==> config.mk <==
export PLATFORM = sky130hd
export DESIGN_NAME = aoeu_ram
export DESIGN_NICKNAME = d
export VERILOG_FILES = /design/src/hdl/aoeu_ram.sv
export SDC_FILE = /design/constraint.sdc
export NUM_CORES = 1
export LEC_CHECK = 0
export ABC_AREA = 0
export BUFFER_PORTS_ARGS = -buffer_cell sky130_fd_sc_hd__buf_4
export CAP_MARGIN = 20
export CORE_MARGIN = 10
export CORE_UTILIZATION = 64
export CTS_BUF_LIST = sky130_fd_sc_hd__clkbuf_2
export DETAILED_ROUTE_END_ITERATION = 16
export MAX_ROUTING_LAYER = met4
export PLACE_DENSITY = 0.82
export SETUP_SLACK_MARGIN = 0.5
export SLEW_MARGIN = 25
export SYNTH_ARGS = -nofsm -noshare
export SYNTH_HDL_FRONTEND = slang
export SYNTH_SLANG_ARGS = --single-unit
==> constraint.sdc <==
create_clock -name clk -period 5.95 [get_ports clk]
set_input_delay 1.785 -clock clk [delete_from_list [all_inputs] [get_ports clk]]
set_output_delay 1.785 -clock clk [all_outputs]
set_load 0.05 [all_outputs]
==> src/hdl/aoeu_ram.sv <==
module aoeu_ram #(
  parameter int WIDTH = 32,
  parameter int DEPTH = 16
) (
  input  logic                     clk,
  input  logic                     we,
  input  logic [$clog2(DEPTH)-1:0] waddr,
  input  logic [WIDTH-1:0]         wdata,
  input  logic                     re,
  input  logic [$clog2(DEPTH)-1:0] raddr,
  output logic [WIDTH-1:0]         rdata
);

  logic [WIDTH-1:0] mem [DEPTH];

  always_ff @(posedge clk) begin
    if (we) begin
      mem[waddr] <= wdata;
    end
    if (re) begin
      rdata <= mem[raddr];
    end
  end

endmodule

==> results.toml <==
[outcome]
outcome = "completed"

[cells_and_area]
layout-drive-gt1-share = 0.397
design.final.nets = 1074
flow.area_growth_from_synthesis_pct = 12.5
num-fill-cells = 1666

[logic_synthesis]
synth.top_cell.area_share = 0.810
synthesis.area_um2 = 20200
synth.yosys.warnings = 0
post_synth.cell_area_avg_um2 = 24.1
netlist-cell-type-count = 17
synthTopCellsByArea = "sky130_fd_sc_hd__edfxtp_1 (81%), sky130_fd_sc_hd__mux4_2 (14%), sky130_fd_sc_hd__a22oi_1 (2.4%)"
library_cell_with_the_largest_summed_area_after_synthesis = "sky130_fd_sc_hd__edfxtp_1"
synth_instances = 838
yosys_register_bits = 544
synth.yosys.seq_area_share = 0.810
synth_fp_nets = 881

[floorplanning]
die_h_um = 198
io_pins = 75
fp.dieArea_um2 = 39000
floorplan.initialDensity = 0.654
core-area_um2 = 30800
die_width_um = 198
core.rowCount = 64

[route]
final_antenna_violating_net_count = 0
drc = 0
num_vias = 9861
viasPerCell = 6.50
detailedRoute.firstPassIterationCount = 5
detail_route.wl_per_cell_um = 28.5
route.final.wire_length_mm = 43.2
drt-initial-drc-count = 1297

[global_routing]
grt_first_pass_wirelength_mm = 64.5
pin_count_of_the_biggest_net_entering_global_routing = 60
global_route.usage.total = 0.235
aggregate_global_routing_overflow = 0
grt_pass1_vias = 10300
number_of_antenna_violations_at_the_first_check_in_global_routing = 1

[worst_setup_path]
crit_family = "flip-flops"
critical_path_peak_fanout = 1
crit_chain = "buf_4"
rr_worst_depth = 3
critPathMaxStageDelay_ns = 0.45
critical_path_cell_count = 1
cp.required_ns = 4.16
critPathSlowestCell = "sky130_fd_sc_hd__edfxtp_1"
setup.worst_path.start_class = "flop"
critical_path.n_buffers_inverters = 1
worst_ep_arrival_ns = 1.68
setup.worst_path.class = "flop to primary output"
worstSetupEndpointType = "primary output"

[worst_hold_path]
holdCritPathClass = "flop to flop"
hold_critical_path_depth = 3

[clock_tree]
insertion_delay_ns = 1.03
postCtsHoldBufs = 0
cts_made_buffers = 130
cts_tree = "done"
number_of_post_cts_setup_repair_buffers = 0
tritoncts_num_sinks = 544
clk_pin_slew_worst_paths_ns = 0.12
clock_tree.buffer_depth = 3
clock-root-buffer = "sky130_fd_sc_hd__clkbuf_2"
htree_num_levels = 4
cts-resized-gates = 0

[power]
leakage_nw = 7.52
irDropWorstVdd_v = 0.000167
pwr_density_cell_nw_per_um2 = 324

[sta]
clock_skew_ns = 0.0768
post-route-min-period_ns = 3.47
rsz0062_at_grt = "false"
worst_setup_slack_final_ns = 2.48
hold_viol_final = 0
tightestPinTransition_ns = 1.07
fin_crit_sh = 0.583
fin_tns_setup_ns = 0
final-max-slew-violation-count = 0
setup_viol_count_final = 0
max-slew-margin-rel = 0.289
max_clock_freq_mhz = 288

[placement]
detailed_place_hpwl_mm = 22.6
io_buffers = 74
place_worst_setup_slack_ns = 1.86
globalplace.congestion = 0.742

[job]
cap_viol_max_count = 0
-- registers in the layout (all words and copies together) (netlist names) --
name / count
mem: 512
rdata: 32
-- cell families (layout without fill, tap and decap cells) --
group                  after synthesis  after routing  synth area share
muxes                              128            128             0.143
other                                0              1                 0
DFF                                544            544             0.810
and+or+nand+nor                     59             59            0.0125
AOI/OAI and AO/OA                   64             64            0.0238
buffers and inverters               43            325            0.0110
-- report_power, final --
group | internal [mW] | total, mW | switching, mW
Sequential | 4.31 | 4.34 | 0.0273
Combinational | 0.168 | 0.448 | 0.280
Clock | 1.16 | 2.57 | 1.41
Total | 5.64 | 7.36 | 1.72
-- worst paths after layout --
check / startpoint / to / slack (ns)
setup / recovery: rdata[5] / rdata[5] / 2.48
hold / removal: mem[7][10] / rdata[10] / 0.71
setup reg to reg: mem[3][21] / rdata[21] / 4.41
hold reg to reg: mem[7][10] / rdata[10] / 0.71
-- worst register-to-register path, delay by kind of cell (launching register included) --
kind             cells  cell delay, ns
flip-flops           1            0.38
AO/OA/AOI/OAI        1            0.24
multiplexers         1            0.50
AND/OR/NAND/NOR      1            0.13
-- cell type report --
cell class	instances	area (µm²)	area share
sequential	544	16300	0.720
multi-input combinational	251	3760	0.165
clock buffer	179	896	0.0395
timing repair buffer	104	832	0.0366
tap	396	495	0.0218
clock inverter	42	385	0.0170
antenna	1	2.50	0.000110
-- per-stage QoR --
step	power, mW	utilization	instances	instance area, µm²	hold WS, ns
floorplan	4.69	-	838	20200	0.710
global placement	4.86	0.693	1293	21400	0.723
detailed placement	4.87	0.694	1294	21400	0.730
CTS	7.40	0.735	1515	22700	0.728
global route	7.65	0.736	1517	22700	0.760
finish	7.36	0.736	1517	22700	0.705
-- cell usage after synthesis --
| master | count |
|---|---|
| sky130_fd_sc_hd__edfxtp_1 | 544 |
| sky130_fd_sc_hd__mux4_2 | 128 |
| sky130_fd_sc_hd__a22oi_1 | 64 |
| sky130_fd_sc_hd__nand2_1 | 33 |
| sky130_fd_sc_hd__clkbuf_1 | 17 |
| sky130_fd_sc_hd__nor2_1 | 13 |
| sky130_fd_sc_hd__buf_4 | 11 |
| sky130_fd_sc_hd__buf_1 | 9 |
| sky130_fd_sc_hd__buf_2 | 4 |
| sky130_fd_sc_hd__nor3_1 | 4 |
| sky130_fd_sc_hd__buf_6 | 2 |
| sky130_fd_sc_hd__nand2b_1 | 2 |
| sky130_fd_sc_hd__nand3b_1 | 2 |
| sky130_fd_sc_hd__nor2b_1 | 2 |
| sky130_fd_sc_hd__and2_1 | 1 |
| sky130_fd_sc_hd__nand3_1 | 1 |
| sky130_fd_sc_hd__or3b_2 | 1 |
-- per-layer routing --
| layer | vias up | share of wire | GRT usage |
|---|---|---|---|
| li1 | 4078 | - | - |
| met3 | 83 | 0.11 | 0.0608 |
| met4 | 0 | 0.019 | 0.0817 |
| met2 | 666 | 0.48 | 0.344 |
| met5 | - | 0 | - |
| met1 | 5034 | 0.38 | 0.321 |
-- layout by cell type, fill, tap and decap left out --
cell	Yosys	routed
sky130_fd_sc_hd__nand3b_1	2	2
sky130_fd_sc_hd__bufinv_16	0	8
sky130_fd_sc_hd__inv_2	0	1
sky130_fd_sc_hd__clkinv_1	0	29
sky130_fd_sc_hd__nand3_1	1	1
sky130_fd_sc_hd__and2_2	0	1
sky130_fd_sc_hd__clkinvlp_4	0	2
sky130_fd_sc_hd__edfxtp_1	544	544
sky130_fd_sc_hd__clkinv_4	0	1
sky130_fd_sc_hd__nor3_2	0	3
sky130_fd_sc_hd__nor2_4	0	13
sky130_fd_sc_hd__diode_2	0	1
sky130_fd_sc_hd__nor2b_4	0	2
sky130_fd_sc_hd__buf_12	0	2
sky130_fd_sc_hd__inv_6	0	1
sky130_fd_sc_hd__a22oi_1	64	64
sky130_fd_sc_hd__nand2b_1	2	2
sky130_fd_sc_hd__buf_4	11	100
sky130_fd_sc_hd__buf_16	0	1
sky130_fd_sc_hd__or3b_2	1	1
sky130_fd_sc_hd__clkbuf_8	0	1
sky130_fd_sc_hd__clkbuf_2	0	179
sky130_fd_sc_hd__nand2_1	33	33
sky130_fd_sc_hd__mux4_2	128	128
sky130_fd_sc_hd__nor3_4	0	1
Note: power is estimated with default switching activity, not from simulation.
