`src/hdl/aoeu_pkg.sv`:
```
package aoeu_pkg;

  // element store
  localparam int ELEMENTS = 4096;
  localparam int IDX_W    = $clog2(ELEMENTS);

  // field and register widths
  localparam int ADDR_W = 12;
  localparam int WORD_W = 32;
  localparam int COEF_W = 24;
  localparam int POW_W  = 25;
  localparam int VM_W   = 64;

  // shared multiplier
  localparam int MUL_W  = 34;
  localparam int PROD_W = 2 * MUL_W;

  // shared divide / root unit
  localparam int NUM_W  = 88;
  localparam int DIVR_W = 49;
  localparam int QUO_W  = 64;
  localparam int CNT_W  = 7;
  localparam int MHAT_W = 56;
  localparam int STEP_W = 41;

  localparam logic [CNT_W-1:0] STEPS_MHAT = 7'd56;
  localparam logic [CNT_W-1:0] STEPS_FULL = 7'd88;
  localparam logic [CNT_W-1:0] STEPS_ROOT = 7'd32;

  localparam logic [POW_W-1:0]  ONE_Q24    = 25'h1000000;
  localparam logic [COEF_W-1:0] HALF_Q24   = 24'h800000;
  localparam logic [STEP_W-1:0] STEP_LIMIT = 41'h10000000000;

  // configuration register indexes
  localparam logic [1:0] REG_LEARN_RATE = 2'd0;
  localparam logic [1:0] REG_BETA_ONE   = 2'd1;
  localparam logic [1:0] REG_BETA_TWO   = 2'd2;
  localparam logic [1:0] REG_STABILIZER = 2'd3;

  typedef struct packed {
    logic              start;
    logic              root_mode;
    logic [CNT_W-1:0]  steps;
    logic [NUM_W-1:0]  dividend;
    logic [DIVR_W-1:0] divisor;
  } div_req_t;

  typedef struct packed {
    logic             done;
    logic             ovf;
    logic [QUO_W-1:0] quo;
  } div_rsp_t;

endpackage

```
`src/hdl/aoeu_mul.sv`:
```
module aoeu_mul (
  input  logic                                clk,
  input  logic signed [aoeu_pkg::MUL_W-1:0]  a,
  input  logic signed [aoeu_pkg::MUL_W-1:0]  b,
  output logic signed [aoeu_pkg::PROD_W-1:0] prod
);
  import aoeu_pkg::*;

  // registered signed product
  always_ff @(posedge clk) begin
    prod <= a * b;
  end

endmodule

```
`config.mk`:
```
export PLATFORM = sky130hd
export DESIGN_NAME = aoeu_mul
export DESIGN_NICKNAME = d
export VERILOG_FILES = /design/src/hdl/aoeu_pkg.sv /design/src/hdl/aoeu_mul.sv
export SDC_FILE = /design/constraint.sdc
export NUM_CORES = 2
export LEC_CHECK = 0
export ABC_CLOCK_PERIOD_IN_PS = 19740
export BUFFER_PORTS_ARGS = -buffer_cell sky130_fd_sc_hd__buf_2
export CORE_MARGIN = 5
export CORE_UTILIZATION = 60
export DETAILED_ROUTE_END_ITERATION = 16
export GPL_ROUTABILITY_DRIVEN = 0
export PLACE_DENSITY = 0.84
export SLEW_MARGIN = 20
export SYNTH_ARGS = -nofsm -noshare
export SYNTH_HDL_FRONTEND = slang
export SYNTH_SLANG_ARGS = --single-unit
```
`constraint.sdc`:
```
create_clock -name clk -period 19.74 [get_ports clk]
set_input_delay 1.974 -clock clk [delete_from_list [all_inputs] [get_ports clk]]
set_output_delay 1.974 -clock clk [all_outputs]
set_load 0.01 [all_outputs]
```
==> out/results.txt <==
Simple-gate area share of the yosys netlist -> 0.1537
MaxCap Viol Count -> 0
Hold crit path type -> input port to register
DRT iter0 DRCs -> 2504
Crit share post-route -> 0.5137
Synth warnings -> 0
Share of cells above drive strength 1 -> 0.04429
Top Ports -> 137
Crit path buffers/inverters -> 4
TritonCTS clock tree -> built
Starting Density -> 0.6029
Synth cell types -> 69
Post-CTS sizing -> 0
RSZ-0062 raised after global routing -> false
CTS clk-pin slew, worst paths -> 0.08 ns
Setup Buffers After CTS -> 0
GRT Resource Usage Total -> 0.2974
Row count -> 98
Syn Area/Cell -> 9.448 µm²
Layout area overhead -> 3.193%
Leading area contributor after synthesis -> fa_1
Final setup fails -> 0
CP dominant cell by count -> fa_1
Final Hold Vio Count -> 0
CP Max Fanout -> 34
I/O Buffers -> 136
CP endpoint kind -> register
Die area -> 0.07717 mm²
Final WL -> 110300 µm
Delay-heaviest family, CP -> adder cells
Largest family of logic cells by synthesized area -> adder cells
Cells along the critical path -> buf_2 -> nand2_1 -> fa_1 -> fa_1 -> inv_1 -> fa_1 -> inv_1 -> fa_1 -> fa_1 -> fa_1 -> fa_1 -> fa_1 -> inv_1 -> ha_1 -> nand3_1 -> or2_2 -> nor2_1 -> a221oi_1 -> o21ai_0 -> a31oi_2 -> o21ai_0 -> a21oi_1 -> xnor2_1
First-pass GRT wire length -> 181600 µm
# H-tree levels -> 3
Async set-reset flop share out of synthesis -> 0
Slew HR -> 0.2921
Largest register FFs -> 68
Largest registers -> prod x68
DR vias/cell -> 5.634
Minimum clock period -> 10.14 ns
Primary FF master, synth -> dfxtp_1
Largest net degree at the start of global routing -> 35
Setup_tns -> 0 ns
Hold-fix buffer count after cts -> 0
Status -> finished, final reports clean
Chip width -> 277.8 µm
Area post-placement -> 0.04411 mm²
Synth Area in Compound Gates -> 0.03347
Synth top area share -> 0.5774
Slew Viols, Final -> 0
DR WL/cell -> 20.24 µm
Slowest stage delay, CP -> 0.94 ns
Nets -> 6002
Post-route setup slack -> 9.599 ns
Router iterations before antenna repair -> 7
Synth Net Count -> 6068
Xor-xnor portion of the synthesized cell area -> 0.01608
Core area -> 0.07136 mm²
Clock sinks -> 68
Worst path slowest cell -> fa_1
Clock root buffer -> clkbuf_16
Syn Inst Count -> 4554
Synthesized cell area -> 0.04303 mm²
Die Ht -> 277.8 µm
Reg with most FFs -> prod
Portion of netlist area occupied by mux cells -> 0
Post-route ant nets -> 0
Worst path required time -> 20.07 ns
Inserted Clock Buffers -> 9
Adder-Cell Fraction of Synth Area -> 0.6367
Worst Setup SP -> b[10]
DP HPWL -> 85690 µm
Maximum clock rate -> 0.09861 GHz
Min Hold Slack -> 2.171 ns
Antenna violations before repair -> 13
Longest Clk Path Bufs -> 2
Dpl ws -> 9.296 ns
Final instance area -> 0.04440 mm²
Critical Path Stages -> 23
Worst Tran Pin Value -> 1.061 ns
Post-synthesis register bit count -> 68
Vias in the first global route -> 34860
EDFF count, synth -> 0
Worst setup SP type -> input port
Top post-synthesis cells by area -> fa_1 (58%), inv_1 (11%), and2_1 (9.0%)
Fill cell count -> 5580
Crit Path Category -> input port to register
Via count -> 30700
CP Capture Point -> prod[67]
Sequential share of the synthesized area -> 0.03164
DR DRC count -> 0
Arrival time worst endpoint -> 10.47 ns
GRT overflow -> 0
-- layout by cell type (no fill, tap or decap), drive strengths merged, types with 2 or more instances in the layout --
cell type,Yosys,final
or3,2,2
clkinvlp,0,3
a2111o,2,2
clkinv,1,4
nor2b,9,9
inv,1231,1232
a211o,3,3
a311oi,2,2
nand2,542,542
o221ai,2,2
o211ai,3,3
and2,623,623
o21bai,12,12
a221oi,4,4
buf,9,151
and4,2,2
clkbuf,217,9
ha,204,204
or2,4,4
o21a,4,4
o21ai,41,41
nand3,11,11
xnor2,56,56
diode,0,6
dfxtp,68,68
nor3,5,5
a21oi,63,63
a211oi,7,7
nor2,56,56
and3,8,8
nand4,11,11
o31ai,2,2
fa,1241,1241
a21bo,2,2
nand2b,20,20
o41ai,6,6
xor2,23,23
a31oi,10,10
a21o,37,37
-- worst min-delay path by stage --
stage | start | end | slack, ns | depth (start not counted)
after detailed placement | prod[40] | prod[40] | 2.37 | 1
after global placement | prod[26] | prod[26] | 2.37 | 1
final | b[0] | prod[0] | 2.17 | 3
after CTS | b[0] | prod[0] | 2.15 | 3
after floorplan | a[0] | prod[0] | 2.10 | 1
after global routing | b[0] | prod[0] | 2.19 | 3
-- synth_stat cells (3+ instances only) --
library cell,instances
a211oi_1,6
a21o_1,37
a21oi_1,61
a221oi_1,3
a31oi_1,7
and2_1,621
and3_1,5
and3_2,3
buf_4,4
clkbuf_1,214
dfxtp_1,68
fa_1,1241
ha_1,204
inv_1,1231
nand2_1,542
nand2b_1,20
nand3_1,11
nand4_1,11
nor2_1,54
nor2b_1,9
nor3_1,5
o211ai_1,3
o21a_1,4
o21ai_0,31
o21ai_1,7
o21bai_1,12
o41ai_1,3
o41ai_2,3
or2_2,4
xnor2_1,56
xor2_1,23
-- final cells by class --
| type | count | area (µm²) | area share |
|---|---|---|---|
| Tap cell | 950 | 1189 | 0.02677 |
| Sequential cell | 68 | 1361 | 0.03066 |
| Inverter | 1232 | 4624 | 0.1042 |
| Antenna cell | 6 | 15.01 | 0.0003382 |
| Timing Repair Buffer | 151 | 793.3 | 0.01787 |
| Clock buffer | 9 | 225.2 | 0.005072 |
| Multi-Input combinational cell | 3026 | 36140 | 0.8140 |
| Clock inverter | 7 | 52.55 | 0.001184 |
-- routing by layer --
| layer | track usage | routed length (µm) |
|---|---|---|
| met1 | 0.3816 | 39830 |
| met2 | 0.4857 | 52830 |
| met3 | 0.06969 | 11550 |
| met5 | 0 | 55 |
| met4 | 0.1360 | 5992 |
-- logic make-up after synthesis --
kind of cell	after synthesis
xor+xnor	79
buf+inv	1460
simple gates	1296
fa+ha+maj	1445
compound gates	206
flops	68
-- metrics by stage --
step / utilization / instances
after floorplan: - / 4554
after global placement: 0.6181 / 5427
after detailed placement: 0.6181 / 5427
after CTS: 0.6220 / 5443
after global routing: 0.6220 / 5443
final: 0.6222 / 5449
Power is not shown: default switching activity piles up to over one toggle a cycle in this logic, so the estimate is an artifact.
