--- src/hdl/aoeu_pkg.sv ---
package aoeu_pkg;

  // element store
  localparam int ELEMENTS = 4096;
  localparam int IDX_W    = $clog2(ELEMENTS);

  // field and register widths
  localparam int ADDR_W = 12;
  localparam int WORD_W = 32;
  localparam int COEF_W = 24;
  localparam int POW_W  = 25;
  localparam int VM_W   = 64;

  // shared multiplier
  localparam int MUL_W  = 34;
  localparam int PROD_W = 2 * MUL_W;

  // shared divide / root unit
  localparam int NUM_W  = 88;
  localparam int DIVR_W = 49;
  localparam int QUO_W  = 64;
  localparam int CNT_W  = 7;
  localparam int MHAT_W = 56;
  localparam int STEP_W = 41;

  localparam logic [CNT_W-1:0] STEPS_MHAT = 7'd56;
  localparam logic [CNT_W-1:0] STEPS_FULL = 7'd88;
  localparam logic [CNT_W-1:0] STEPS_ROOT = 7'd32;

  localparam logic [POW_W-1:0]  ONE_Q24    = 25'h1000000;
  localparam logic [COEF_W-1:0] HALF_Q24   = 24'h800000;
  localparam logic [STEP_W-1:0] STEP_LIMIT = 41'h10000000000;

  // configuration register indexes
  localparam logic [1:0] REG_LEARN_RATE = 2'd0;
  localparam logic [1:0] REG_BETA_ONE   = 2'd1;
  localparam logic [1:0] REG_BETA_TWO   = 2'd2;
  localparam logic [1:0] REG_STABILIZER = 2'd3;

  typedef struct packed {
    logic              start;
    logic              root_mode;
    logic [CNT_W-1:0]  steps;
    logic [NUM_W-1:0]  dividend;
    logic [DIVR_W-1:0] divisor;
  } div_req_t;

  typedef struct packed {
    logic             done;
    logic             ovf;
    logic [QUO_W-1:0] quo;
  } div_rsp_t;

endpackage

--- src/hdl/aoeu_divsqrt.sv ---
module aoeu_divsqrt (
  input  logic               clk,
  input  logic               rst,
  input  aoeu_pkg::div_req_t req,
  output aoeu_pkg::div_rsp_t rsp
);
  import aoeu_pkg::*;

  localparam int REM_W = DIVR_W + 2;

  logic              busy;
  logic              done;
  logic              root_mode;
  logic [CNT_W-1:0]  cnt;
  logic [NUM_W-1:0]  num;
  logic [DIVR_W-1:0] dvs;
  logic [REM_W-1:0]  rem;
  logic [QUO_W-1:0]  quo;
  logic              ovf;

  logic [REM_W-1:0]  rem_sh;
  logic [REM_W-1:0]  trial;
  logic [REM_W:0]    diff;
  logic              ge;

  // one quotient bit (divide) or one root bit (two radicand bits) per cycle
  always_comb begin
    if (root_mode) begin
      rem_sh = {rem[REM_W-3:0], num[NUM_W-1 -: 2]};
      trial  = {quo[REM_W-3:0], 2'b01};
    end else begin
      rem_sh = {rem[REM_W-2:0], num[NUM_W-1]};
      trial  = REM_W'(dvs);
    end
    diff = {1'b0, rem_sh} - {1'b0, trial};
    ge   = !diff[REM_W];
  end

  always_ff @(posedge clk) begin
    if (rst) begin
      busy <= 1'b0;
      done <= 1'b0;
    end else begin
      done <= 1'b0;
      if (req.start) begin
        busy      <= 1'b1;
        root_mode <= req.root_mode;
        cnt       <= req.steps;
        num       <= req.dividend;
        dvs       <= req.divisor;
        rem       <= '0;
        quo       <= '0;
        ovf       <= 1'b0;
      end else if (busy) begin
        rem <= ge ? diff[REM_W-1:0] : rem_sh;
        quo <= {quo[QUO_W-2:0], ge};
        // a set bit pushed out of the quotient marks overflow
        ovf <= ovf | quo[QUO_W-1];
        num <= root_mode ? (num << 2) : (num << 1);
        cnt <= cnt - CNT_W'(1);
        if (cnt == CNT_W'(1)) begin
          busy <= 1'b0;
          done <= 1'b1;
        end
      end
    end
  end

  assign rsp.done = done;
  assign rsp.ovf  = ovf;
  assign rsp.quo  = quo;

endmodule

--- config.mk ---
export PLATFORM = sky130hd
export DESIGN_NAME = aoeu_divsqrt
export DESIGN_NICKNAME = d
export VERILOG_FILES = /design/src/hdl/aoeu_pkg.sv /design/src/hdl/aoeu_divsqrt.sv
export SDC_FILE = /design/constraint.sdc
export NUM_CORES = 1
export LEC_CHECK = 0
export BUFFER_PORTS_ARGS = -buffer_cell sky130_fd_sc_hd__buf_2
export CAP_MARGIN = 30
export CORE_MARGIN = 10
export CORE_UTILIZATION = 58
export CTS_CLUSTER_DIAMETER = 150
export DETAILED_ROUTE_END_ITERATION = 7
export PLACE_DENSITY = 0.85
export SLEW_MARGIN = 20
export SYNTH_ARGS = -nofsm -noshare
export SYNTH_HDL_FRONTEND = slang
export SYNTH_SLANG_ARGS = --single-unit
--- constraint.sdc ---
create_clock -name clk -period 12.3 [get_ports clk]
set_clock_uncertainty 0.15 [all_clocks]
set_input_delay 0.615 -clock clk [delete_from_list [all_inputs] [get_ports clk]]
set_output_delay 0.615 -clock clk [all_outputs]
set_load 0.01 [all_outputs]
==> results.txt <==
STA classifies the critical path endpoint as a flop. The DRC violation count after routing came out at 0. The largest buffer count on any clock path came out at 3.

TritonCTS built the clock tree. The commonest register cell after synthesis is sky130_fd_sc_hd__edfxtp_1. Ranked by total cell area, the synthesized netlist is headed by sky130_fd_sc_hd__edfxtp_1 52%, sky130_fd_sc_hd__mux2i_1 11%, sky130_fd_sc_hd__o21ai_0 4.5%.

sky130_fd_sc_hd__edfxtp_1 takes more of the synthesized area than any other cell. The residual antenna-violating net count after detailed routing is 0. The floorplan row count is between 50 and 60.

The number of port buffers is between 200 and 250. Counting flops with an async set or reset pin after synthesis yields a share of 0. After detailed routing, the number of vias per cell comes to just under 6. The aggregate negative setup slack came out at 0 ps. The number of synthesized flops with an enable pin came out at 260. The instance count along the most critical hold path is 1. The count of unique library cells instantiated by Yosys came out at 65. The clock insertion delay at the later pin of the skew report came out at roughly 550 ps.

Once the clock tree was built, the resizer swapped 0 gates to a different size. The count of cells in the finished layout, fillers not included, comes to between 1,500 and 2,000. The worst register-to-register path begins at root_mode. Of the total power, combinational logic draws 0.279. The chip height came out at between 150 and 200 microns. Of the total synthesized cell area, the portion taken by AND, OR, NAND and NOR gates is 0.119. The tightest min-delay check is of the in -> reg type. The top-area cell type share of the netlist area is 0.517.

The arithmetic-cell share of the synthesized area counting full adders, half adders and majority gates came out at 0.0453. The number of antenna violations at the first check in global routing was 0. The number of max-slew violations in the final report came out at 0. The most common cell in the synthesized netlist is sky130_fd_sc_hd__edfxtp_1. Clock-pin slew was measured on the worst setup and hold paths at about 70 ps. The startpoint type of the worst setup path is a flop. The final design utilization is 0.681. The number of cell instances on the worst register-to-register path came out at 13. The analysis attributes to cell leakage a power of slightly above 7 nW. The area fraction in compound gates after synthesis came out at 0.116. The worst-margin pin slew is between 900 and 1000 ps. The endpoint identified for the worst register-to-register timing path is rem[42].

The power share of the sequential group came out at 0.418. After synthesis, the mean cell area works out to approximately 11 sq um. Counting the buffers created by CTS gives 27.

The synthesis-to-finish area growth is 14.6%. The number of search-and-repair iterations in the first detailed-routing pass is 5. The master cell of the clock root buffer is sky130_fd_sc_hd__clkbuf_16. The global-route usage over all layers came out at 0.206. The cell count after placement came out at about 1,800. The path with the worst hold slack has its endpoint at dvs[30]. Measured against its own limit, the worst slew margin works out to 0.372. The number of instances in the synthesized netlist came out at 1,342. The total of flip-flops plus latches after synthesis is 262.

After synthesis, the largest family of logic cells by area is multiplexers. In the final layout, the share of cells above drive strength 1 is 0.217. The maximum fanout along the worst path is between 60 and 70. The final estimated routing congestion in global placement is roughly 0.9. Internal power comes to 1.86 mW. The DRC marker count from the first detailed-route iteration came out at just over 1,000.

The floorplan die width came out at 181 microns. The number of nets in the layout came out at roughly 1,700. The number of hold violations in the final report is 0.

The maximum number of pins on one net before global-route repair is 130. The worst-case IR drop observed on VDD is between 100 and 150 uV. The wire length after detailed routing is about 35 mm. The commonest cells after synthesis are 260 x sky130_fd_sc_hd__edfxtp_1, 163 x sky130_fd_sc_hd__mux2i_1, 156 x sky130_fd_sc_hd__nand2_1. ~210 I/O pins were placed. Of the available clock period, the critical path in the final layout requires 0.481. In this run, post-CTS hold repair placed 0 buffers.

The initial standard-cell utilization of the core came out at 0.594. The total of max-cap violations is 0. In this run the post-CTS setup repair buffer count came out at 0. Summing every instance area after synthesis gives between 15,000 and 20,000 sq um. For the worst setup path, the data arrival time is 6070 ps. For the worst setup path, the data required time is roughly 12,000 ps.

The xor-xnor portion of the synthesized cell area is 0.0244. The wire length per cell is around 19 microns. The upper clock frequency limit came out at about 0.17 GHz. The area of the die came out at about 33,000 sq um. The number of global-route vias before repair came to 11,100. The remaining global-route overflow came out at 0.

Detailed routing inserted a total of 10,900 vias. The portion of synthesized area spent on multiplexers is 0.147. Summed over all nets, the half-perimeter wirelength after detailed placement is between 20 and 25 mm.

Setup repair after global routing left no endpoint under its margin. The number of levels in the clock H-tree came out at 1. The switching component of the power came out at approximately 0.8 mW.

The worst setup path is of the reg -> reg kind. The Yosys warning count came out at 0. Subtracting the final worst setup slack from the clock period gives between 5000 and 6000 ps. The flow ran to the end, and the final reports show no timing, DRC or antenna violations. The count of final setup violators came out at 0. The clock share of power is 0.304. The total clock sinks is between 200 and 300.

The worst hold path begins at req[30]. The number of antenna diodes in the final layout is 0. The standard cell core area is 25,400 sq um.

The first global-routing pass estimated around 57 mm of wire. The setup slack on the worst flop-to-flop path came out at 6380 ps. For this run, the register share of the synthesized area comes to 0.520. The post-synth net total is around 1,500. The power density over the cells is 155 nW/um^2. Fill cells in the final layout number 1,911. Of the total power, the share spent switching nets is 0.307.
## layer usage
layer,GRT usage,share of wire
met1,0.275,0.43
met2,0.336,0.48
met3,0.0352,0.064
met4,0.0654,0.027
met5,0,0
## critical path, stage by stage (launching register included)
cell,delay (ps)
sky130_fd_sc_hd__edfxtp_1,330
sky130_fd_sc_hd__buf_4,620
sky130_fd_sc_hd__buf_4,840
sky130_fd_sc_hd__mux2_2,430
sky130_fd_sc_hd__ha_1,420
sky130_fd_sc_hd__a21oi_1,120
sky130_fd_sc_hd__o21ai_0,380
sky130_fd_sc_hd__a21oi_1,80
sky130_fd_sc_hd__o221ai_1,220
sky130_fd_sc_hd__nor2_1,130
sky130_fd_sc_hd__a21oi_4,690
sky130_fd_sc_hd__buf_4,650
sky130_fd_sc_hd__o21ai_0,200
sky130_fd_sc_hd__a311o_1,340
## how the worst max path moves through the flow
stage | from | endpoint | depth (start not counted)
floorplan | req[145] | cnt[0] | 5
global placement | root_mode | rem[44] | 13
detailed placement | root_mode | rem[44] | 13
CTS | root_mode | rem[44] | 13
global route | root_mode | rem[44] | 13
finish | root_mode | rem[42] | 13
## sequential cells by signal, indices dropped and copies added, names as in the netlist
signal and flops:
quo 64, busy 1, rem 50, cnt 7, done 1, num 88, ovf 1, root_mode 1
dvs 49
## per-stage QoR
| step | setup WS [ps] | hold slack [ps] | power, mW | instance area, sq um |
|---|---|---|---|---|
| finish | 6380 | 85.0 | 2.69 | 17300 |
| global route | 5840 | 77.8 | 2.83 | 17300 |
| global placement | 6210 | 325 | 1.85 | 16300 |
| CTS | 6310 | 71.9 | 2.69 | 17200 |
| detailed placement | 6320 | 343 | 1.88 | 16400 |
| floorplan | 1140 | 316 | 1.71 | 15100 |
## cells in the final DEF (no fill, tap or decap), drive strengths merged, types with 7 or more instances in the layout
cell      n
nor3     14
buf     225
nor2b    67
mux2i   163
and2      9
xor2     17
nand4    13
nand2   156
ha       53
nand3     8
edfxtp  260
clkbuf   33
a211oi   10
nor2     63
nand2b   10
a21o     14
inv      27
o21bai    7
clkinv   11
xnor2    25
mux2     52
o21a      7
a21oi    67
o211ai    9
o21ai   139
## cells by family after synthesis
group	count (synthesis)
buffers and inverters	107
AOI/OAI and AO/OA	290
DFF	262
and+or+nand+nor	372
xor gates and xnor gates	42
adders and majority gates	54
muxes	215
## layout make-up
cell class,instances,area [sq um],share of cell area
tap,330,413,0.0239
inverter,25,93.8,0.00543
clock buffer,32,694,0.0401
multi-input combinational,973,6840,0.395
timing repair buffer,226,1220,0.0708
sequential,262,7850,0.454
clock inverter,18,185,0.0107
## power by group through the flow
stage | Sequential, mW | Clock [mW] | Combinational, mW
after detailed placement | 1.14 | 0 | 0.737
final | 1.12 | 0.817 | 0.749
after floorplan | 1.14 | 0 | 0.564
after global placement | 1.14 | 0 | 0.715
after global routing | 1.13 | 0.868 | 0.831
after CTS | 1.12 | 0.830 | 0.743
(Power assumes the default switching activity.)
